===== src/hdl/lm3_pkg.sv =====
`default_nettype none

package lm3_pkg;

   // Sizes of the raster and of the pixel word
   localparam int PIXEL_BITS  = 16;
   localparam int LINE_DEPTH  = 1024;
   localparam int MAX_HEIGHT  = 1024;
   localparam int COL_BITS    = 10;
   localparam int ROW_BITS    = 10;
   localparam int CSR_BITS    = 11;
   localparam int CSR_IDX_BITS = 1;
   localparam int RUN_MAX     = 4;
   localparam int RUN_CNT_BITS = 3;
   localparam int RSP_DATA_BITS = 24;

   // Register indexes of the configuration port
   localparam logic [CSR_IDX_BITS-1:0] REG_FRAME_WIDTH  = 1'b0;
   localparam logic [CSR_IDX_BITS-1:0] REG_FRAME_HEIGHT = 1'b1;

   typedef logic signed [PIXEL_BITS-1:0] pixel_type;

   // One line-store entry: the row two above and the row above
   typedef struct packed {
      pixel_type upper;
      pixel_type lower;
   } line_word_type;

   // Position of a pixel and the frame-edge flags derived from it
   typedef struct packed {
      logic [ROW_BITS-1:0] row;
      logic [COL_BITS-1:0] col;
      logic                row_ge1;
      logic                row_ge2;
      logic                col_ge1;
      logic                col_ge2;
      logic                last_row;
      logic                last_col;
   } pos_type;

   // One decided pixel
   typedef struct packed {
      logic [ROW_BITS-1:0] row;
      logic [COL_BITS-1:0] col;
      logic                is_max;
   } result_type;

   // All pixels decided by one input, packed from slot 0
   typedef struct packed {
      result_type [RUN_MAX-1:0] item;
      logic [RUN_CNT_BITS-1:0]  count;
   } run_type;

endpackage

`default_nettype wire


===== src/hdl/lm3_rsp_queue.sv =====
`default_nettype none

module lm3_rsp_queue
   import lm3_pkg::*;
(
   input  wire logic                     clock,
   input  wire logic                     reset,
   input  wire logic                     load,
   input  wire run_type                  run,
   output      logic                     load_ok,
   output      logic                     rsp_tvalid,
   input  wire logic                     rsp_tready,
   output      logic [RSP_DATA_BITS-1:0] rsp_tdata,
   output      logic                     rsp_tlast
);

   result_type              item_ff [RUN_MAX];
   logic [RUN_CNT_BITS-1:0] count_ff;
   logic                    take;

   assign take = rsp_tvalid & rsp_tready;

   // A new run may enter once the last result of the previous one leaves
   assign load_ok = (count_ff == '0) || ((count_ff == RUN_CNT_BITS'(1)) && rsp_tready);

   always_ff @(posedge clock) begin
      if (reset) begin
         count_ff <= '0;
      end else if (load) begin
         count_ff <= run.count;
      end else if (take) begin
         count_ff <= count_ff - RUN_CNT_BITS'(1);
      end
   end

   // Results drain from slot 0
   always_ff @(posedge clock) begin
      if (load) begin
         for (int i = 0; i < RUN_MAX; i++) begin
            item_ff[i] <= run.item[i];
         end
      end else if (take) begin
         for (int i = 0; i < RUN_MAX - 1; i++) begin
            item_ff[i] <= item_ff[i+1];
         end
      end
   end

   assign rsp_tvalid = (count_ff != '0);
   assign rsp_tlast  = (count_ff == RUN_CNT_BITS'(1));
   assign rsp_tdata  = {{(RSP_DATA_BITS - ROW_BITS - COL_BITS - 1){1'b0}},
                        item_ff[0].is_max, item_ff[0].col, item_ff[0].row};

endmodule

`default_nettype wire


===== config.mk =====
export PLATFORM = sky130hd
export DESIGN_NAME = lm3_rsp_queue
export DESIGN_NICKNAME = d
export VERILOG_FILES = /design/src/hdl/lm3_pkg.sv /design/src/hdl/lm3_rsp_queue.sv
export SDC_FILE = /design/constraint.sdc
export NUM_CORES = 1
export LEC_CHECK = 0
export BUFFER_PORTS_ARGS = -buffer_cell sky130_fd_sc_hd__buf_4
export CAP_MARGIN = 20
export CORE_ASPECT_RATIO = 1.5
export CORE_UTILIZATION = 40
export CTS_BUF_LIST = sky130_fd_sc_hd__clkbuf_8
export CTS_CLUSTER_SIZE = 10
export DETAILED_ROUTE_END_ITERATION = 16
export GPL_TIMING_DRIVEN = 0
export HOLD_SLACK_MARGIN = 0.05
export PLACE_DENSITY = 0.76
export SYNTH_ARGS = -nofsm -noshare
export SYNTH_HDL_FRONTEND = slang
export SYNTH_SLANG_ARGS = --single-unit

===== constraint.sdc =====
create_clock -name clock -period 2.6 [get_ports clock]
set_clock_uncertainty 0.05 [all_clocks]
set_input_delay 0.26 -clock clock [delete_from_list [all_inputs] [get_ports clock]]
set_output_delay 0.26 -clock clock [all_outputs]
set_load 0.02 [all_outputs]

==> results.txt, run 1 <==
The run finished with clean final reports. For this run, the number of Yosys warnings is 0. Entering global routing, the biggest net connects 33 pins. Fraction of synthesized cell area taken by the top area cell type: 0.646.

Data arrives at the worst endpoint at 2210 ps. The max-slew headroom at the worst pin is 0.502. The global-route total usage across every layer is 0.140, and the total number of vias is 2113.

Among all flip-flop cells after synthesis, the most frequent one is sky130_fd_sc_hd__edfxtp_1. The via count of the first global-routing pass was 2186; the full die area was 10200 um2. After synthesis the netlist holds a flip-flop and latch count of 87. The tools report the critical path launch point type as a flip-flop. After clock tree synthesis, the clock-pin slew on the worst setup and hold paths is 80 ps. The number of optimization iterations in the first detailed-route pass is 4, and the area used by sequential logic in the layout is 2580 um2. Final hold analysis gives a worst-case slack of 124 ps. Using the TritonRoute via totals, the vias-per-cell ratio works out to 4.66. The final routed wire length divided by cell count was 14.9 um; the largest driver fanout on the critical path was 32. The post-route fraction of the period consumed by the critical path was 0.852; the number of DRC markers in iteration 0 was 100. The final total power is 3.17 mW.

Across the run, the number of max-cap violations was 0. The count of inserted antenna diode cells is 0, and the slack of the critical path is 385 ps. The total area inside the core boundary comes to 9360 um2. The root buffer cell is sky130_fd_sc_hd__clkbuf_8. Worst hold endpoint: count_ff[1]$_SDFFE_PP0P_. After detailed routing, the number of remaining DRC violations is 0. The capturing point of the worst reg2reg path was item_ff[0][4]$_DFFE_PP_. Worst min-delay path startpoint: run[1].

CTS built an H-tree with a depth of 3. Measured along the x axis, the die boundary spans 82.7 um. The proportion of register bits with asynchronous set or reset after synthesis was 0; the static power due to leakage was 2.37 nW. The residual antenna-violating net count after detailed routing is 0. The cell count after synthesis came out at 188. In this run the mean area of a mapped cell was 20.8 um2. The logs give 340 ps for the clock insertion delay at the later pin of the skew report and 0 for the remaining global-route overflow. The tools report the cell row count as 43. The synthesized design spends more area on one cell type than any other, namely sky130_fd_sc_hd__edfxtp_1. The worst IR drop on VDD came out at 0.387 mV. Post-CTS repair changed the size of 0 cells. The critical setup path kind is flip-flop to flip-flop. The actual transition at the worst max-transition pin was 747 ps. TritonCTS built the clock tree. The number of cells traversed by the worst hold path is 3. Power density over the cells: 596 nW/um2.

Startpoint of the worst-slack reg-to-reg timing path: count_ff[0]$_SDFFE_PP0P_. The clock passes through at most 2 buffers. The library cell used most frequently in the layout, excluding fill and tap cells, is sky130_fd_sc_hd__buf_4. The tools report the number of sinks handled by clock tree synthesis as 87.

The total count of hold-check failures in the final report is 0. TritonCTS created 9 clock buffers. The worst register-to-register path has a depth of 6. Setup repair after global routing left no endpoint under its margin. The fraction of layout cells with a size suffix above 1 was 0.610; the last weighted congestion value of the routability-driven placer was 0.675. For the worst setup path, the data required time is 2590 ps. The top cell types in the final layout, fill and taps aside, are sky130_fd_sc_hd__buf_4 (116), sky130_fd_sc_hd__edfxtp_1 (84), sky130_fd_sc_hd__mux2_4 (60).

The layout has 756 filler cells. The number of input and output port buffers inserted works out to 113. The count of boundary I/O pins is 118, and the number of distinct library cells after synthesis is 27. The tools report the final setup violation count as 0. Detailed placement finished with a half-perimeter wire length of 4630 um. For the final routed database, the setup TNS stands at 0 ps. The tightest min-delay check is of the primary input to flip-flop type. The initial antenna violation count came out at 0. The aggregate routed wire length is 6770 um. The wire length of the first global-routing pass came out at 10100 um.

The starting density of the core was 0.417; the area of the mapped netlist was 3900 um2. Yosys mapped a number of flops with a built-in enable equal to 84. The tools report the nature of the critical path endpoint as a flip-flop.

After layout, the minimum clock period comes to 2210 ps. OpenSTA, run right after detailed placement, puts the worst setup slack at 364 ps. For the area occupied by multi-input gates, the log shows 1120 um2. The layout overhead on the synthesized area was 36.2%. The tools report the final count of pins violating max slew as 0. In the post-synthesis netlist, the biggest area contributors are sky130_fd_sc_hd__edfxtp_1 (65%), sky130_fd_sc_hd__mux2_4 (23%), sky130_fd_sc_hd__buf_12 (4.1%).

The worst register-to-register path has a setup slack of 390 ps. The vertical die dimension was 123 um; the achievable clock frequency was 452 MHz. The sequential area share after synthesis was 0.661; the total number of nets in the final design was 431.
-- routing by layer --
metal	share of wire	global-route usage	vias up
met4	0.048	0.106	0
met3	0.051	0.0362	20
met5	0	0	-
met2	0.55	0.245	81
li1	-	-	1014
met1	0.36	0.138	998
-- synthesized netlist by cell type, types with 3 or more instances --
master / count
sky130_fd_sc_hd__mux2_2: 3
sky130_fd_sc_hd__ha_1: 3
sky130_fd_sc_hd__buf_12: 8
sky130_fd_sc_hd__nand2_1: 3
sky130_fd_sc_hd__edfxtp_1: 84
sky130_fd_sc_hd__dfxtp_1: 3
sky130_fd_sc_hd__mux2_4: 60
sky130_fd_sc_hd__inv_1: 3
sky130_fd_sc_hd__buf_4: 3
-- registers in the layout, indices dropped and copies added (netlist names) --
| signal | count |
|---|---|
| count_ff | 3 |
| item_ff | 84 |
-- power by group --
group          leakage (nW)  internal [mW]  switching (mW)
combinational          1.42          0.344           0.217
sequential            0.861           1.70          0.0375
clock                0.0937          0.427           0.442
total                  2.37           2.48           0.696
-- worst max-delay path, stage by stage, from the launching register on --
cell	delay (ps)
sky130_fd_sc_hd__dfxtp_1	400
sky130_fd_sc_hd__inv_1	90
sky130_fd_sc_hd__ha_1	220
sky130_fd_sc_hd__nand2b_1	90
sky130_fd_sc_hd__buf_6	130
sky130_fd_sc_hd__a21o_2	620
sky130_fd_sc_hd__buf_12	290
-- how the worst max path moves through the flow --
| stage | startpoint | end | slack, ps | cells past startpoint |
|---|---|---|---|---|
| after global routing | count_ff[0]$_SDFFE_PP0P_ | item_ff[2][6]$_DFFE_PP_ | 220 | 6 |
| after detailed placement | count_ff[0]$_SDFFE_PP0P_ | item_ff[0][8]$_DFFE_PP_ | 360 | 6 |
| final | count_ff[0]$_SDFFE_PP0P_ | item_ff[0][4]$_DFFE_PP_ | 390 | 6 |
| after global placement | count_ff[0]$_SDFFE_PP0P_ | item_ff[0][9]$_DFFE_PP_ | 260 | 5 |
| after floorplan | count_ff[0]$_SDFFE_PP0P_ | item_ff[0][0]$_DFFE_PP_ | 500 | 5 |
| after CTS | count_ff[0]$_SDFFE_PP0P_ | item_ff[2][7]$_DFFE_PP_ | 350 | 6 |
-- cell type report --
class	instances	share of cell area
Buffer	13	0.0374
Timing Repair Buffer	136	0.205
Inverter	3	0.00212
Clock inverter	6	0.00988
Tap cell	112	0.0264
Multi-Input combinational cell	87	0.211
Sequential cell	87	0.486
Clock buffer	9	0.0233
-- cell families (layout without fill, tap and decap cells) --
family                   Yosys count  in the layout  synth area share
flip-flops                        87             87             0.661
AO/OA/AOI/OAI                      8              8            0.0163
other                              1              3          0.000960
multiplexers                      63             63             0.239
AND/OR/NAND/NOR                   10             10            0.0186
adder cells (fa/ha/maj)            3              3           0.00961
buffers and inverters             16            167            0.0538
-- repair_timing --
item,CTS,global route
hold buffers,22,0
setup endpoints to repair,0,0
hold endpoints to repair,23,0
setup buffers,0,0
-- per-stage QoR --
step / instances / util / area (um2)
2_1_floorplan: 190 / - / 3910
3_3_place_gp: 415 / 0.524 / 4900
3_5_place_dp: 416 / 0.526 / 4920
4_1_cts: 453 / 0.568 / 5320
5_1_grt: 453 / 0.568 / 5320
6_report: 453 / 0.568 / 5320
Note: power is estimated with default switching activity, not from simulation.
==> run 2, diff against run 1 <==
--- a/config.mk
+++ b/config.mk
@@ -14,7 +14,7 @@
 export DETAILED_ROUTE_END_ITERATION = 16
 export GPL_TIMING_DRIVEN = 0
 export HOLD_SLACK_MARGIN = 0.05
-export PLACE_DENSITY = 0.76
+export PLACE_DENSITY = 0.63
 export SYNTH_ARGS = -nofsm -noshare
 export SYNTH_HDL_FRONTEND = slang
 export SYNTH_SLANG_ARGS = --single-unit
==> constraint.sdc (replaced) <==
create_clock -name clock -period 2.3 [get_ports clock]
set_clock_uncertainty 0.05 [all_clocks]
set_input_delay 0.23 -clock clock [delete_from_list [all_inputs] [get_ports clock]]
set_output_delay 0.23 -clock clock [all_outputs]
set_load 0.02 [all_outputs]
==> run 2 against run 1 <==
Compared with the run above: sequential share of layout area increased by 0.24 points; register-to-register slack got worse by 20 ps; total power increased by 8.1%; wire length decreased by 9.4%; utilization decreased by 0.28 points; setup slack got worse by 15 ps; cell count decreased by 0.22%; non-clock buffer count unchanged; maximum frequency increased by 15%; count of clock-buffer cells in the layout unchanged; global-route usage decreased by 1.3 points.
==> results.txt, run 2 (synthesis results as in run 1) <==
Setup violations remaining at the end of the flow were counted as 0. 0 antenna diodes ended up in the layout. For flop-to-flop paths, the worst setup slack is 370 ps.

The detailed placement HPWL is 4480 um, and the maximum number of pins on one net before global-route repair is 33. The x dimension of the die was 82.7 um; the standard cell core area was 9360 um2. The worst IR drop on VDD was 0.307 mV. The later pin in the worst-skew pair is clocked with a latency of 350 ps. OpenSTA, run right after detailed placement, puts the worst setup slack at 126 ps. The area growth from synthesis to layout is 35.5%.

Once layout is complete, the cells apart from fillers number 452. In the final timing run, aggregate negative setup slack is 0 ps. The cell row count was 43. The post-route fraction of the period consumed by the critical path was 0.839. The worst hold path belongs to the class primary input to flip-flop. The tools report the critical path launch point type as a flip-flop.

The nature of the critical path endpoint was a flip-flop. The tools report the number of DRC markers in iteration 0 as 77. The tools report the root buffer cell as sky130_fd_sc_hd__clkbuf_8. The leading cell type in the layout, fill and taps excluded was sky130_fd_sc_hd__buf_4.

The global-route total usage across every layer was 0.127. Across the run, the number of max-cap violations was 0. The clock passes through at most 2 buffers.

The tools report the worst min-delay path startpoint as run[2]. Setup repair after global routing left no endpoint under its margin. Once placement finished, the instance area stood at 4920 um2. The total number of nets in the final design came out at 431. TritonCTS created 9 clock buffers. The routed design could run at a clock period as short as 1930 ps. The final routed wire length divided by cell count came out at 13.6 um. The tools report the total count of hold-check failures in the final report as 0. In this run the worst path has a maximum fanout of 32. The tools report the initial antenna violation count as 0.

The number of flip-flops under the largest register name was 84. The run gives 1920 ps as the arrival time at the worst endpoint. The critical path in this run is classified as flip-flop to flip-flop.

Setup slack closes at 370 ps. For this design the ratio of total power to cell area is 648 nW/um2. The startpoint of the worst-slack reg-to-reg timing path was count_ff[0]$_SDFFE_PP0P_. The starting density of the core was 0.417.

Clock-pin slew was measured on the worst setup and hold paths at 80 ps. The largest registers in the layout are item_ff (84), count_ff (3). The number of input and output port buffers inserted came out at 113. Most flop-heavy register: item_ff. The final count of pins violating max slew was 0. The endpoint identified for the worst register-to-register timing path is item_ff[0][20]$_DFFE_PP_.

For the share of the core filled with cells, the log shows 0.565. TritonCTS built the clock tree. The critical path required time was 2290 ps. Residual antenna-violating net count after detailed routing: 0. At the end of routability-driven placement, the weighted congestion stood at 0.714. The path with the worst hold slack has its endpoint at count_ff[2]$_SDFFE_PP0P_. 118 I/O pins were placed. Static timing analysis puts the maximum clock frequency at 518 MHz. Once layout is done, the placed cells without fillers occupy 5290 um2.

The worst register-to-register path has a depth of 6. The top cell types in the final layout, fill and taps aside, are sky130_fd_sc_hd__buf_4 (116), sky130_fd_sc_hd__edfxtp_1 (84), sky130_fd_sc_hd__mux2_4 (60). For this block, the routed nets add up to 6140 um of wire. The static power due to leakage was 2.36 nW; the via count of the first global-routing pass was 1987.

For this run, design rule violations remaining after detail routing come to 0. For the number of cells after detailed placement, the log shows 416. After detailed routing, the number of vias per cell comes to 4.47.

The run finished with clean final reports. The fraction of layout cells with a size suffix above 1 was 0.603; the vertical die dimension was 123 um. The final route contains 2021 vias.

Counting instances, the worst hold path has a depth of 3. The floorplan step defined a die boundary enclosing 10200 um2. The logs give 87 for the number of sinks handled by clock tree synthesis and 9140 um for the wire length of the first global-routing pass. After global routing the overflow that remains totals 0. The number of optimization iterations in the first detailed-route pass was 4. In this run the number of H-tree levels came out at 3.
[run 2: cell types whose count changed in the layout (fill, tap and decap cells not counted), sizes merged]
cell and change:
bufinv -1, clkinv -2, inv +2
[run 2: stage by stage]
| step | hold slack (ps) | power [mW] |
|---|---|---|
| floorplan | 259 | 2.37 |
| global placement | 359 | 2.59 |
| detailed placement | 359 | 2.61 |
| CTS | 71.3 | 3.47 |
| global route | 93.9 | 3.59 |
| finish | 93.2 | 3.43 |
[run 2: how the worst max path moves through the flow]
stage	startpoint	end	slack, ps	depth (start not counted)
floorplan	count_ff[0]$_SDFFE_PP0P_	item_ff[0][0]$_DFFE_PP_	200	5
global placement	count_ff[0]$_SDFFE_PP0P_	item_ff[0][12]$_DFFE_PP_	-80	5
detailed placement	count_ff[0]$_SDFFE_PP0P_	item_ff[0][12]$_DFFE_PP_	130	6
CTS	count_ff[0]$_SDFFE_PP0P_	item_ff[0][14]$_DFFE_PP_	110	6
global route	count_ff[0]$_SDFFE_PP0P_	item_ff[1][15]$_DFFE_PP_	240	6
finish	count_ff[0]$_SDFFE_PP0P_	item_ff[0][20]$_DFFE_PP_	370	6
[run 2: routing by layer]
layer,up-vias,routed length [um],GRT usage,part of all wire
met2,72,3380,0.221,0.55
met5,-,0,0,0
met4,0,242,0.0873,0.039
met3,16,385,0.0391,0.063
met1,919,2130,0.125,0.35
li1,1014,-,-,-
[run 2: final cells by class]
class	count	area [um2]
sequential	87	2580
buffer	13	199
multi-input combinational	87	1130
fill	744	4070
inverter	3	11.3
timing repair buffer	136	1090
tap	112	140
clock buffer	9	124
clock inverter	5	20.0
[run 2: report_power, final]
part,leakage [nW],switching (mW),internal (mW)
clock network,0.0824,0.468,0.363
registers,0.861,0.0405,1.93
logic,1.42,0.240,0.390
[run 2: timing repair]
item,4_1_cts,5_1_grt
setup endpoints to repair,0,32
resized for setup,0,1
hold buffers,22,0
hold endpoints to repair,24,0
buffers inserted,0,0
[run 2: worst max-delay path, stage by stage (launching register included)]
cell                       delay (ps)
sky130_fd_sc_hd__dfxtp_1          380
sky130_fd_sc_hd__inv_1             80
sky130_fd_sc_hd__ha_1             220
sky130_fd_sc_hd__nand2b_1          90
sky130_fd_sc_hd__buf_6            140
sky130_fd_sc_hd__a21o_4           390
sky130_fd_sc_hd__buf_12           250
