==> src/hdl/lm3_pkg.sv <==
`default_nettype none

package lm3_pkg;

   // Sizes of the raster and of the pixel word
   localparam int PIXEL_BITS  = 16;
   localparam int LINE_DEPTH  = 1024;
   localparam int MAX_HEIGHT  = 1024;
   localparam int COL_BITS    = 10;
   localparam int ROW_BITS    = 10;
   localparam int CSR_BITS    = 11;
   localparam int CSR_IDX_BITS = 1;
   localparam int RUN_MAX     = 4;
   localparam int RUN_CNT_BITS = 3;
   localparam int RSP_DATA_BITS = 24;

   // Register indexes of the configuration port
   localparam logic [CSR_IDX_BITS-1:0] REG_FRAME_WIDTH  = 1'b0;
   localparam logic [CSR_IDX_BITS-1:0] REG_FRAME_HEIGHT = 1'b1;

   typedef logic signed [PIXEL_BITS-1:0] pixel_type;

   // One line-store entry: the row two above and the row above
   typedef struct packed {
      pixel_type upper;
      pixel_type lower;
   } line_word_type;

   // Position of a pixel and the frame-edge flags derived from it
   typedef struct packed {
      logic [ROW_BITS-1:0] row;
      logic [COL_BITS-1:0] col;
      logic                row_ge1;
      logic                row_ge2;
      logic                col_ge1;
      logic                col_ge2;
      logic                last_row;
      logic                last_col;
   } pos_type;

   // One decided pixel
   typedef struct packed {
      logic [ROW_BITS-1:0] row;
      logic [COL_BITS-1:0] col;
      logic                is_max;
   } result_type;

   // All pixels decided by one input, packed from slot 0
   typedef struct packed {
      result_type [RUN_MAX-1:0] item;
      logic [RUN_CNT_BITS-1:0]  count;
   } run_type;

endpackage

`default_nettype wire

==> src/hdl/lm3_window.sv <==
`default_nettype none

module lm3_window
   import lm3_pkg::*;
(
   input  wire logic      clock,
   input  wire logic      reset,
   input  wire logic      load,
   input  wire pixel_type up_px,
   input  wire pixel_type lo_px,
   input  wire pixel_type new_px,
   input  wire pos_type   pos,
   output      run_type   run
);

   pixel_type win_ff [3][3];
   pixel_type win_in [3][3];
   logic [2:0] row_ok;
   logic [2:0] col_ok;
   logic [RUN_MAX-1:0] cand_en;
   result_type cand [RUN_MAX];

   // Window after the shift: column 2 takes the new column
   always_comb begin
      for (int i = 0; i < 3; i++) begin
         win_in[i][0] = win_ff[i][1];
         win_in[i][1] = win_ff[i][2];
      end
      win_in[0][2] = up_px;
      win_in[1][2] = lo_px;
      win_in[2][2] = new_px;
   end

   always_ff @(posedge clock) begin
      if (reset) begin
         for (int i = 0; i < 3; i++) begin
            for (int j = 0; j < 3; j++) begin
               win_ff[i][j] <= '0;
            end
         end
      end else if (load) begin
         win_ff <= win_in;
      end
   end

   // Window rows and columns that lie inside the frame
   assign row_ok = {1'b1, pos.row_ge1, pos.row_ge2};
   assign col_ok = {1'b1, pos.col_ge1, pos.col_ge2};

   // Candidates in raster order: above-left, above, left, current
   assign cand_en[0] = pos.row_ge1 & pos.col_ge1;
   assign cand_en[1] = pos.row_ge1 & pos.last_col;
   assign cand_en[2] = pos.last_row & pos.col_ge1;
   assign cand_en[3] = pos.last_row & pos.last_col;

   // Strict comparison of each candidate against its in-frame neighbours
   always_comb begin
      int wr;
      int wc;
      logic win;
      for (int k = 0; k < RUN_MAX; k++) begin
         wr = 1 + k / 2;
         wc = 1 + k % 2;
         win = 1'b1;
         for (int nr = 0; nr < 3; nr++) begin
            for (int nc = 0; nc < 3; nc++) begin
               if ((nr >= wr - 1) && (nr <= wr + 1) && (nc >= wc - 1) && (nc <= wc + 1)
                   && !((nr == wr) && (nc == wc)) && row_ok[nr] && col_ok[nc]) begin
                  if (win_in[nr][nc] >= win_in[wr][wc]) begin
                     win = 1'b0;
                  end
               end
            end
         end
         cand[k].row    = (wr == 1) ? pos.row - ROW_BITS'(1) : pos.row;
         cand[k].col    = (wc == 1) ? pos.col - COL_BITS'(1) : pos.col;
         cand[k].is_max = win;
      end
   end

   // Pack the enabled candidates from slot 0
   always_comb begin
      logic [RUN_CNT_BITS-1:0] slot;
      slot = '0;
      run  = '0;
      for (int k = 0; k < RUN_MAX; k++) begin
         if (cand_en[k]) begin
            run.item[slot[RUN_CNT_BITS-2:0]] = cand[k];
            slot = slot + RUN_CNT_BITS'(1);
         end
      end
      run.count = slot;
   end

endmodule

`default_nettype wire

==> config.mk <==
export PLATFORM = sky130hd
export DESIGN_NAME = lm3_window
export DESIGN_NICKNAME = d
export VERILOG_FILES = /design/src/hdl/lm3_pkg.sv /design/src/hdl/lm3_window.sv
export SDC_FILE = /design/constraint.sdc
export NUM_CORES = 1
export LEC_CHECK = 0
export BUFFER_PORTS_ARGS = -buffer_cell sky130_fd_sc_hd__buf_2
export CORE_MARGIN = 3
export CORE_UTILIZATION = 41
export CTS_CLUSTER_DIAMETER = 200
export DETAILED_ROUTE_END_ITERATION = 16
export GPL_TIMING_DRIVEN = 0
export PLACE_DENSITY_LB_ADDON = 0.05
export RECOVER_POWER = 25
export SKIP_CTS_REPAIR_TIMING = 1
export SYNTH_ARGS = -nofsm -noshare
export SYNTH_HDL_FRONTEND = slang
export SYNTH_SLANG_ARGS = --single-unit
==> constraint.sdc <==
create_clock -name clock -period 3.2 [get_ports clock]
set_clock_uncertainty 0.1 [all_clocks]
set_input_delay 0.48 -clock clock [delete_from_list [all_inputs] [get_ports clock]]
set_output_delay 0.48 -clock clock [all_outputs]
set_load 0.03 [all_outputs]
==> flow_metrics.py, run 1 <==
metrics = {
    "run_status": {
        "run_status": "complete, but fails checks",
        "violations": "negative setup slack",
    },
    "yosys": {
        "synth_mux_area_share_pct": 10.3,
        "syn_nets": 1638,
        "synth-seq-cells": 96,
        "ys_types": 62,
        "dominantRegCellSynth": "dfxtp_1",
        "syn-instance-count": 1310,
        "synth-xor-area-share_pct": 0.331,
        "syn_area_sq_um": 10600,
        "synth_fa_ha_area_share_pct": 29.7,
        "synth_enable_flop_cells": 0,
        "async_flop_share_pct": 0,
        "ys_seq_area_share_pct": 18.2,
        "yosysWarningCount": 0,
        "syn_avg_cell_area_sq_um": 8.07,
        "synth_compound_area_share_pct": 18.4,
        "synth_top_family_by_area": "adder cells",
        "synth_simple_gate_area_share_pct": 18.6,
    },
    "clock_network": {
        "cts_tree": "done",
        "cts.sinks": 96,
        "clkTransAtPathRegs_ns": 0.08,
        "clockRootBuffer": "clkbuf_16",
        "insertion_delay_ns": 0.37,
        "numCtsBuffers": 9,
        "clockBufferDepth": 2,
        "cts.htree.levels": 3,
    },
    "floorplan": {
        "die_h_um": 167,
        "dieArea_sq_um": 27800,
        "core-area_sq_um": 25300,
        "fp.dieW_um": 167,
        "row_count": 58,
        "ioPinCount": 164,
        "initial_utilization_pct": 41.9,
    },
    "grt": {
        "grt_pass1_vias": 9687,
        "grt_pass1_wl_um": 57100,
        "gr-total-overflow": 0,
        "track_usage_pct": 25.9,
        "grt_start_max_net_pins": 19,
        "antenna_found_initial": 0,
    },
    "detailed_routing": {
        "wire_per_inst_um": 20.4,
        "vias_per_cell": 5.69,
        "vias": 10500,
        "drtAntennaViolNets": 0,
        "drtIter0Drc": 780,
        "wl_um": 37500,
        "dr.pass1.iters": 6,
        "drc": 0,
    },
    "pwr": {
        "swShare_pct": 40.2,
        "switchingPower_uw": 1730,
        "power.total_uw": 4290,
        "p_leak_uw": 0.00641,
        "p_seq_share_pct": 31.1,
        "combPwrFrac_pct": 40.6,
        "ir_worst_vdd_mv": 0.270,
        "clockPowerShare_pct": 28.3,
        "p_per_area_nw_per_um2": 319,
        "p_int_uw": 2570,
    },
    "min_path": {
        "min_path_type": "in2reg",
    },
    "cells_and_area": {
        "regMostFlops": "win_ff",
        "final_util_pct": 53.3,
        "drive_above_1_share_pct": 24.0,
        "regArea_sq_um": 1970,
        "mostFrequentLayoutCells": "ha_1 (235), nor2_1 (131), buf_2 (131)",
        "layout_commonest_cell": "ha_1",
        "n_antenna_cell": 0,
        "stdcell_area_sq_um": 13400,
        "area_delta_synth_final_pct": 27.2,
        "multiInputGateArea_sq_um": 9060,
        "fill_cells": 2448,
        "largest_reg_flops": 96,
        "top_regs": "win_ff: 96 flops",
        "fin_nets": 1834,
    },
    "placed_design": {
        "dpl_worst_slack_ns": -1.34,
        "dpl.hpwl_um": 30400,
        "placed_cell_area_sq_um": 12200,
        "gp_congestion": 0.927,
        "io_buffers": 155,
    },
    "timing": {
        "timing.fmax_mhz": 249,
        "rsz0062_at_grt": "true",
        "post-route-min-period_ns": 4.01,
        "setup_viol": 4,
        "report.final.hold_viol_count": 0,
        "setup_slack_ns": -0.811,
        "tightest_slew_ns": 1.09,
        "finalMaxSlewViolations": 0,
        "maxSlewHeadroom_pct": 27.4,
        "setup_tns_ns": -2.81,
        "layout_worst_path_cycle_share_pct": 125,
    },
    "critical_path": {
        "endpoint_kind": "output port",
        "cp.required_ns": 2.62,
        "startpoint_type": "flip-flop",
        "reg2reg_from": "win_ff[48]",
        "crit_arrival_ns": 3.43,
        "crit_path_start": "win_ff[63]",
        "crit_fanout": 6,
        "r2r_slack_ns": 2.22,
        "crit_type": "reg2out",
        "endpoint": "run[3]",
        "regToRegEndpoint": "win_ff[64]",
        "reg2reg_depth": 2,
    },
    "job": {
        "drv_cap": 0,
    },
}
## layout make-up
cell class / instances / area share (%)
inverters: 88 / 2.67
clock buffers: 9 / 1.67
flip-flops and latches: 96 / 14.7
repair buffers: 185 / 8.34
clock inverters: 7 / 0.633
multi-input cells: 1086 / 67.4
plain buffers: 40 / 1.58
well taps: 330 / 3.07
## worst max-delay path, stage by stage, from the launching register on
cell        delay, ns
dfxtp_4          0.41
clkinvlp_4       0.22
ha_4             0.33
nand4_1          0.13
or4_4            0.47
a21oi_4          0.14
a2111oi_2        0.06
mux2_2           0.32
o41ai_4          0.42
a31oi_2          0.18
a221oi_4         0.22
buf_6            0.17
## cells by family (layout without fill, tap and decap cells)
kind of cell | after synthesis | count (layout)
adder cells (fa/ha/maj) | 251 | 251
XOR/XNOR | 4 | 4
flip-flops | 96 | 96
AND/OR/NAND/NOR | 406 | 406
AO/OA/AOI/OAI | 317 | 317
buffers and inverters | 128 | 329
multiplexers | 108 | 108
## how the worst min path moves through the flow
| stage | start | slack [ns] | to | cells past startpoint |
|---|---|---|---|---|
| 6_report | new_px[8] | 0.26 | win_ff[8] | 3 |
| 4_1_cts | new_px[12] | 0.26 | win_ff[12] | 3 |
| 3_3_place_gp | win_ff[64] | 0.38 | win_ff[64] | 2 |
| 3_5_place_dp | win_ff[64] | 0.38 | win_ff[64] | 2 |
| 2_1_floorplan | win_ff[112] | 0.36 | win_ff[112] | 2 |
| 5_1_grt | new_px[6] | 0.28 | win_ff[6] | 3 |
## cell usage after synthesis (17+ instances only)
master    number  share of area [%]
a21o_1        23                1.6
a21oi_1       92                4.4
and2_1        19                1.1
clkbuf_1      34                1.2
dfxtp_1       96                 18
ha_1         251                 30
inv_1         88                3.1
mux2i_1      101                9.6
nand2_1      103                3.7
nand4_1       48                2.8
nor2_1       131                4.6
nor2b_1       17                1.0
nor3_1        18               0.85
o21ai_0       95                4.5
o31ai_1       24                1.7
## per-layer routing
metal,routed length (um),track usage [%],vias to the layer above
met3,1770,2.87,39
met2,17000,42.0,285
met4,608,4.73,0
met1,18200,37.4,4921
met5,0,0,-
li1,-,-,5238
## stage by stage
| stage | hold WS [ns] | std cells |
|---|---|---|
| 6_report | 0.263 | 1841 |
| 4_1_cts | 0.257 | 1811 |
| 3_5_place_dp | 0.384 | 1795 |
| 5_1_grt | 0.279 | 1841 |
| 2_1_floorplan | 0.360 | 1310 |
| 3_3_place_gp | 0.377 | 1795 |
## power groups by stage
stage	logic [uW]	clock network (uW)	registers, uW
after floorplan	1080	0	1320
after global routing	1920	1290	1340
after CTS	1550	1230	1330
final	1740	1210	1330
after global placement	1520	0	1360
after detailed placement	1550	0	1360
Power figures use the tool's default switching activity.
==> run 2: changes to the inputs <==
- CORE_ASPECT_RATIO: default -> 1.4
==> run 2 against run 1 <==
The run still ends with negative setup slack left. Critical path depth unchanged. Clock power down 4%. Combinational power about the same. Sequential power about the same. Total power down 1.5%. Non-clock buffer count unchanged. First-iteration DRC count down 48%.
==> flow_metrics.py, run 2 (same netlist as run 1, synthesis figures left out) <==
metrics = {
    "run_status": {
        "run_status": "complete, but fails checks",
        "violations": "negative setup slack",
    },
    "clock_network": {
        "clkTransAtPathRegs_ns": 0.07,
        "numCtsBuffers": 9,
        "cts.htree.levels": 3,
        "cts_tree": "done",
        "cts.sinks": 96,
        "clockBufferDepth": 2,
        "insertion_delay_ns": 0.37,
        "clockRootBuffer": "clkbuf_16",
    },
    "pwr": {
        "combPwrFrac_pct": 41.0,
        "p_leak_uw": 0.00636,
        "p_seq_share_pct": 31.5,
        "swShare_pct": 38.9,
        "p_per_area_nw_per_um2": 318,
        "power.total_uw": 4230,
        "clockPowerShare_pct": 27.5,
        "ir_worst_vdd_mv": 0.203,
        "switchingPower_uw": 1650,
        "p_int_uw": 2580,
    },
    "grt": {
        "grt_pass1_vias": 10100,
        "grt_pass1_wl_um": 56000,
        "gr-total-overflow": 0,
        "grt_start_max_net_pins": 15,
        "antenna_found_initial": 0,
        "track_usage_pct": 25.9,
    },
    "cells_and_area": {
        "largest_reg_flops": 96,
        "drive_above_1_share_pct": 23.4,
        "mostFrequentLayoutCells": "ha_1 (240), buf_2 (137), nor2_1 (131)",
        "regMostFlops": "win_ff",
        "multiInputGateArea_sq_um": 8990,
        "n_antenna_cell": 0,
        "regArea_sq_um": 1970,
        "layout_commonest_cell": "ha_1",
        "top_regs": "win_ff: 96 flops",
        "fin_nets": 1834,
        "area_delta_synth_final_pct": 25.9,
        "fill_cells": 2451,
    },
    "floorplan": {
        "die_h_um": 196,
        "initial_utilization_pct": 42.3,
        "dieArea_sq_um": 27800,
        "core-area_sq_um": 25000,
        "ioPinCount": 164,
        "fp.dieW_um": 142,
        "row_count": 68,
    },
    "timing": {
        "setup_tns_ns": -2.93,
        "layout_worst_path_cycle_share_pct": 127,
        "setup_slack_ns": -0.872,
        "report.final.hold_viol_count": 0,
        "post-route-min-period_ns": 4.07,
        "maxSlewHeadroom_pct": 29.2,
        "rsz0062_at_grt": "true",
        "finalMaxSlewViolations": 0,
        "timing.fmax_mhz": 246,
        "tightest_slew_ns": 1.06,
        "setup_viol": 4,
    },
    "critical_path": {
        "crit_fanout": 6,
        "endpoint_kind": "output port",
        "cp.required_ns": 2.62,
        "crit_type": "reg2out",
        "startpoint_type": "flip-flop",
        "crit_arrival_ns": 3.49,
    },
    "placed_design": {
        "dpl.hpwl_um": 30400,
        "dpl_worst_slack_ns": -1.50,
        "io_buffers": 155,
        "gp_congestion": 0.907,
    },
    "job": {
        "drv_cap": 0,
    },
    "detailed_routing": {
        "wire_per_inst_um": 20.3,
        "dr.pass1.iters": 5,
        "vias": 10500,
        "vias_per_cell": 5.75,
        "drc": 0,
        "wl_um": 37100,
        "drtIter0Drc": 403,
        "drtAntennaViolNets": 0,
    },
    "min_path": {
        "min_path_type": "in2reg",
    },
}
[run 2: cell count changes in the layout (fill, tap and decap cells not counted), sizes merged]
cell,previous run,this run
clkinvlp,3,7
buf,192,186
clkbuf,42,52
clkinv,1,2
inv,90,81
[run 2: layer usage]
layer	up-vias	global-route usage (%)	wire, um	share of wire [%]
met5	-	0	0	0
met4	0	13.8	1970	5.3
met3	73	3.02	1470	4.0
met2	283	46.6	18800	51
met1	4909	29.5	14800	40
li1	5240	-	-	-
[run 2: path summary, 6_finish.rpt]
path                             startpoint     endpoint  slack, ns  depth (start not counted)
worst max register to register   win_ff[48]   win_ff[64]       2.21                          2
worst min-delay path              new_px[2]    win_ff[2]       0.27                          3
worst min register to register  win_ff[116]  win_ff[116]       0.39                          2
worst max-delay path             win_ff[58]       run[3]      -0.87                         11
[run 2: cell type report]
cell class,instances,share of cell area [%]
well taps,315,2.96
repair buffers,185,8.19
inverters,88,2.75
clock buffers,13,1.95
flip-flops and latches,96,14.8
clock inverters,3,0.301
multi-input cells,1086,67.5
plain buffers,40,1.54
[run 2: power by group through the flow]
stage          Sequential, uW  Combinational [uW]  Clock (uW)
2_1_floorplan            1320                1080           0
3_3_place_gp             1360                1530           0
3_5_place_dp             1360                1560           0
4_1_cts                  1330                1570        1200
5_1_grt                  1340                1910        1240
6_report                 1330                1730        1160
[run 2: worst max-delay path, cell delays in order, from the launching register on]
cell,delay (ns)
dfxtp_4,0.41
clkinvlp_4,0.15
ha_1,0.32
nand4_1,0.20
or4_4,0.54
a21oi_2,0.11
a2111oi_1,0.06
mux2_2,0.32
o41ai_4,0.47
a31oi_4,0.14
a221oi_4,0.23
buf_6,0.17
[run 2: metrics by stage]
stage	hold WS (ns)	utilization (%)	instance area, sq um	std cells
2_1_floorplan	0.360	-	11000	1310
3_5_place_dp	0.384	48.6	12200	1780
3_3_place_gp	0.374	48.6	12200	1780
5_1_grt	0.280	53.2	13300	1826
6_report	0.267	53.2	13300	1826
4_1_cts	0.252	49.8	12500	1796
==> run 3: changes to the inputs <==
- ABC_AREA: default -> 1
- GPL_ROUTABILITY_DRIVEN: default -> 0
- GPL_TIMING_DRIVEN: 0 -> 1
==> run 3 against run 2 <==
The flow finishes with violations (max-capacitance violations, max-slew violations). Critical path depth up 4. Maximum frequency up 27%. Non-clock buffer count up 4. Final area up 3.9%. Cell count up 17%. Global-route usage down 2.7 points. Sequential power about the same. Total power up 9.2%. Die area up 2.4%. Setup slack better by 0.88 ns.
==> flow_metrics.py, run 3 <==
metrics = {
    "run_status": {
        "run_status": "complete, but fails checks",
        "violations": "max-capacitance violations, max-slew violations",
    },
    "critical_path": {
        "endpoint_kind": "output port",
        "critical_path.most_common_cell": "nand2_1",
        "crit_type": "reg2out",
        "critPathSlowestCell": "dfxtp_4",
        "startpoint_type": "flip-flop",
        "crit_arrival_ns": 2.61,
        "crit_chain": "inv_4, ha_1, nand4_1, nor3_2, nand2_1, nand3_1, nand3_2, nand2_2, nand2_1, nor2_2, nand2_2, a21oi_2, nand2_1, nand2_1, buf_6",
        "cp.required_ns": 2.62,
        "slowest_delay_ns": 0.37,
        "cp_top_family": "simple AND/OR/NAND/NOR gates",
        "crit_fanout": 5,
        "timing.critical_path.buf_inv": 2,
        "r2r_slack_ns": 2.22,
    },
    "detailed_routing": {
        "wl_met2_um": 18100,
        "dr.pass1.iters": 5,
        "vias": 11200,
        "drtIter0Drc": 428,
        "met3_length_um": 1170,
        "drc": 0,
        "wl_um": 34600,
        "top_layer_used": "met4",
        "wire_per_inst_um": 16.2,
        "vias_per_cell": 5.23,
        "drtAntennaViolNets": 0,
        "wl_met1_um": 14400,
    },
    "timing": {
        "post-route-min-period_ns": 3.19,
        "finalMaxSlewViolations": 46,
        "fin_hold_ws_ns": 0.293,
        "tightest_slew_ns": 2.50,
        "maxSlewHeadroom_pct": -67.0,
        "rsz0062_at_grt": "true",
        "report.final.hold_viol_count": 0,
        "timing.fmax_mhz": 313,
        "layout_worst_path_cycle_share_pct": 99.8,
        "setup_viol": 0,
    },
    "yosys": {
        "synth_top_cell_by_area": "ha_1",
        "synth-seq-cells": 96,
        "dominantRegCellSynth": "dfxtp_1",
        "yosysWarningCount": 0,
        "syn-instance-count": 1608,
        "ys_top_cells_by_area": "ha_1 (29%), dfxtp_1 (18%), nand2_1 (13%)",
        "syn_avg_cell_area_sq_um": 6.74,
        "synth_top_cell_area_share_pct": 29.0,
        "synthTopCellsByCount": "nand2_1 (386), ha_1 (251), inv_1 (202)",
        "ys_types": 39,
        "syn_nets": 1936,
        "ys_seq_area_share_pct": 17.7,
        "async_flop_share_pct": 0,
        "synth_enable_flop_cells": 0,
        "syn_area_sq_um": 10800,
        "yosysMostFrequentCell": "nand2_1",
    },
    "cells_and_area": {
        "drive_above_1_share_pct": 25.3,
        "layout_commonest_cell": "nand2_1",
        "top_regs": "win_ff: 96 flops",
        "fin_nets": 2136,
        "area_delta_synth_final_pct": 27.6,
        "fill_cells": 2528,
        "mostFrequentLayoutCells": "nand2_1 (360), ha_1 (217), inv_1 (169)",
        "n_antenna_cell": 0,
        "largest_reg_flops": 96,
        "instances_no_fill": 2132,
        "regMostFlops": "win_ff",
    },
    "grt": {
        "grt_start_max_net_pins": 127,
        "grt_pass1_vias": 10200,
        "track_usage_pct": 23.1,
        "antenna_found_initial": 0,
        "grt_pass1_wl_um": 52600,
        "gr-total-overflow": 0,
    },
    "floorplan": {
        "die_h_um": 198,
        "initial_utilization_pct": 42.1,
        "ioPinCount": 164,
        "dieArea_sq_um": 28400,
        "core-area_sq_um": 25700,
        "row_count": 69,
        "fp.dieW_um": 143,
    },
    "min_path": {
        "min_path_type": "in2reg",
    },
    "placed_design": {
        "dpl.hpwl_um": 26800,
        "dp_cells": 2103,
        "io_buffers": 163,
    },
    "pwr": {
        "p_per_area_nw_per_um2": 334,
        "p_leak_uw": 0.00709,
        "ir_worst_vdd_mv": 0.207,
    },
    "clock_network": {
        "cts.sinks": 96,
        "numCtsBuffers": 9,
        "clockBufferDepth": 2,
        "insertion_delay_ns": 0.36,
        "clockRootBuffer": "clkbuf_16",
        "cts_tree": "done",
        "clkTransAtPathRegs_ns": 0.08,
        "cts.htree.levels": 3,
    },
    "job": {
        "drv_cap": 1,
    },
}
-- run 3: layer usage --
layer / up-vias / global-route usage [%]
met3: 54 / 2.61
li1: 5867 / -
met2: 234 / 43.6
met4: 0 / 7.12
met1: 5002 / 27.0
met5: - / 0
-- run 3: worst min-delay path, cell delays in order --
cell and delay [ns]:
buf_2 0.12, nand2_1 0.06, a21oi_1 0.06
-- run 3: area by class of cell --
type                    instances  area, sq um  area share (%)
multi-input cells            1255         8820            63.8
flip-flops and latches         96         1990            14.4
clock buffers                  10          229            1.66
inverters                     215          860            6.22
clock inverters                 6          108           0.778
repair inverters                2         15.0           0.109
repair buffers                229         1410            10.2
well taps                     319          399            2.89
-- run 3: where the power goes --
part / switching (uW) / internal, uW / total [uW]
Clock: 536 / 763 / 1300
Sequential: 86.7 / 1270 / 1350
Combinational: 1210 / 752 / 1960
-- run 3: final timing paths --
path	from	end	cells past startpoint
min reg2reg	win_ff[124]	win_ff[124]	2
min	up_px[7]	win_ff[103]	3
max	win_ff[9]	run[3]	15
max reg2reg	win_ff[62]	win_ff[78]	3
-- run 3: logic make-up after synthesis --
| family | after synthesis | share of synthesized area [%] |
|---|---|---|
| flip-flops | 96 | 17.7 |
| AO/OA/AOI/OAI | 334 | 18.4 |
| XOR/XNOR | 15 | 1.21 |
| buffers and inverters | 257 | 8.98 |
| adder cells (fa/ha/maj) | 251 | 29.0 |
| AND/OR/NAND/NOR | 655 | 24.7 |
-- run 3: stage by stage --
stage	instance area [sq um]	setup TNS [ns]	setup WS, ns	utilization, %	total power [uW]
floorplan	10900	-0.849	-0.0580	-	2540
global placement	12400	-0.00409	-0.00409	48.2	3050
detailed placement	12400	0	0.0304	48.2	3080
CTS	12700	-1.24	-0.364	49.5	4400
global route	13800	-0.431	-0.148	53.8	4940
finish	13800	0	0.00514	53.8	4620
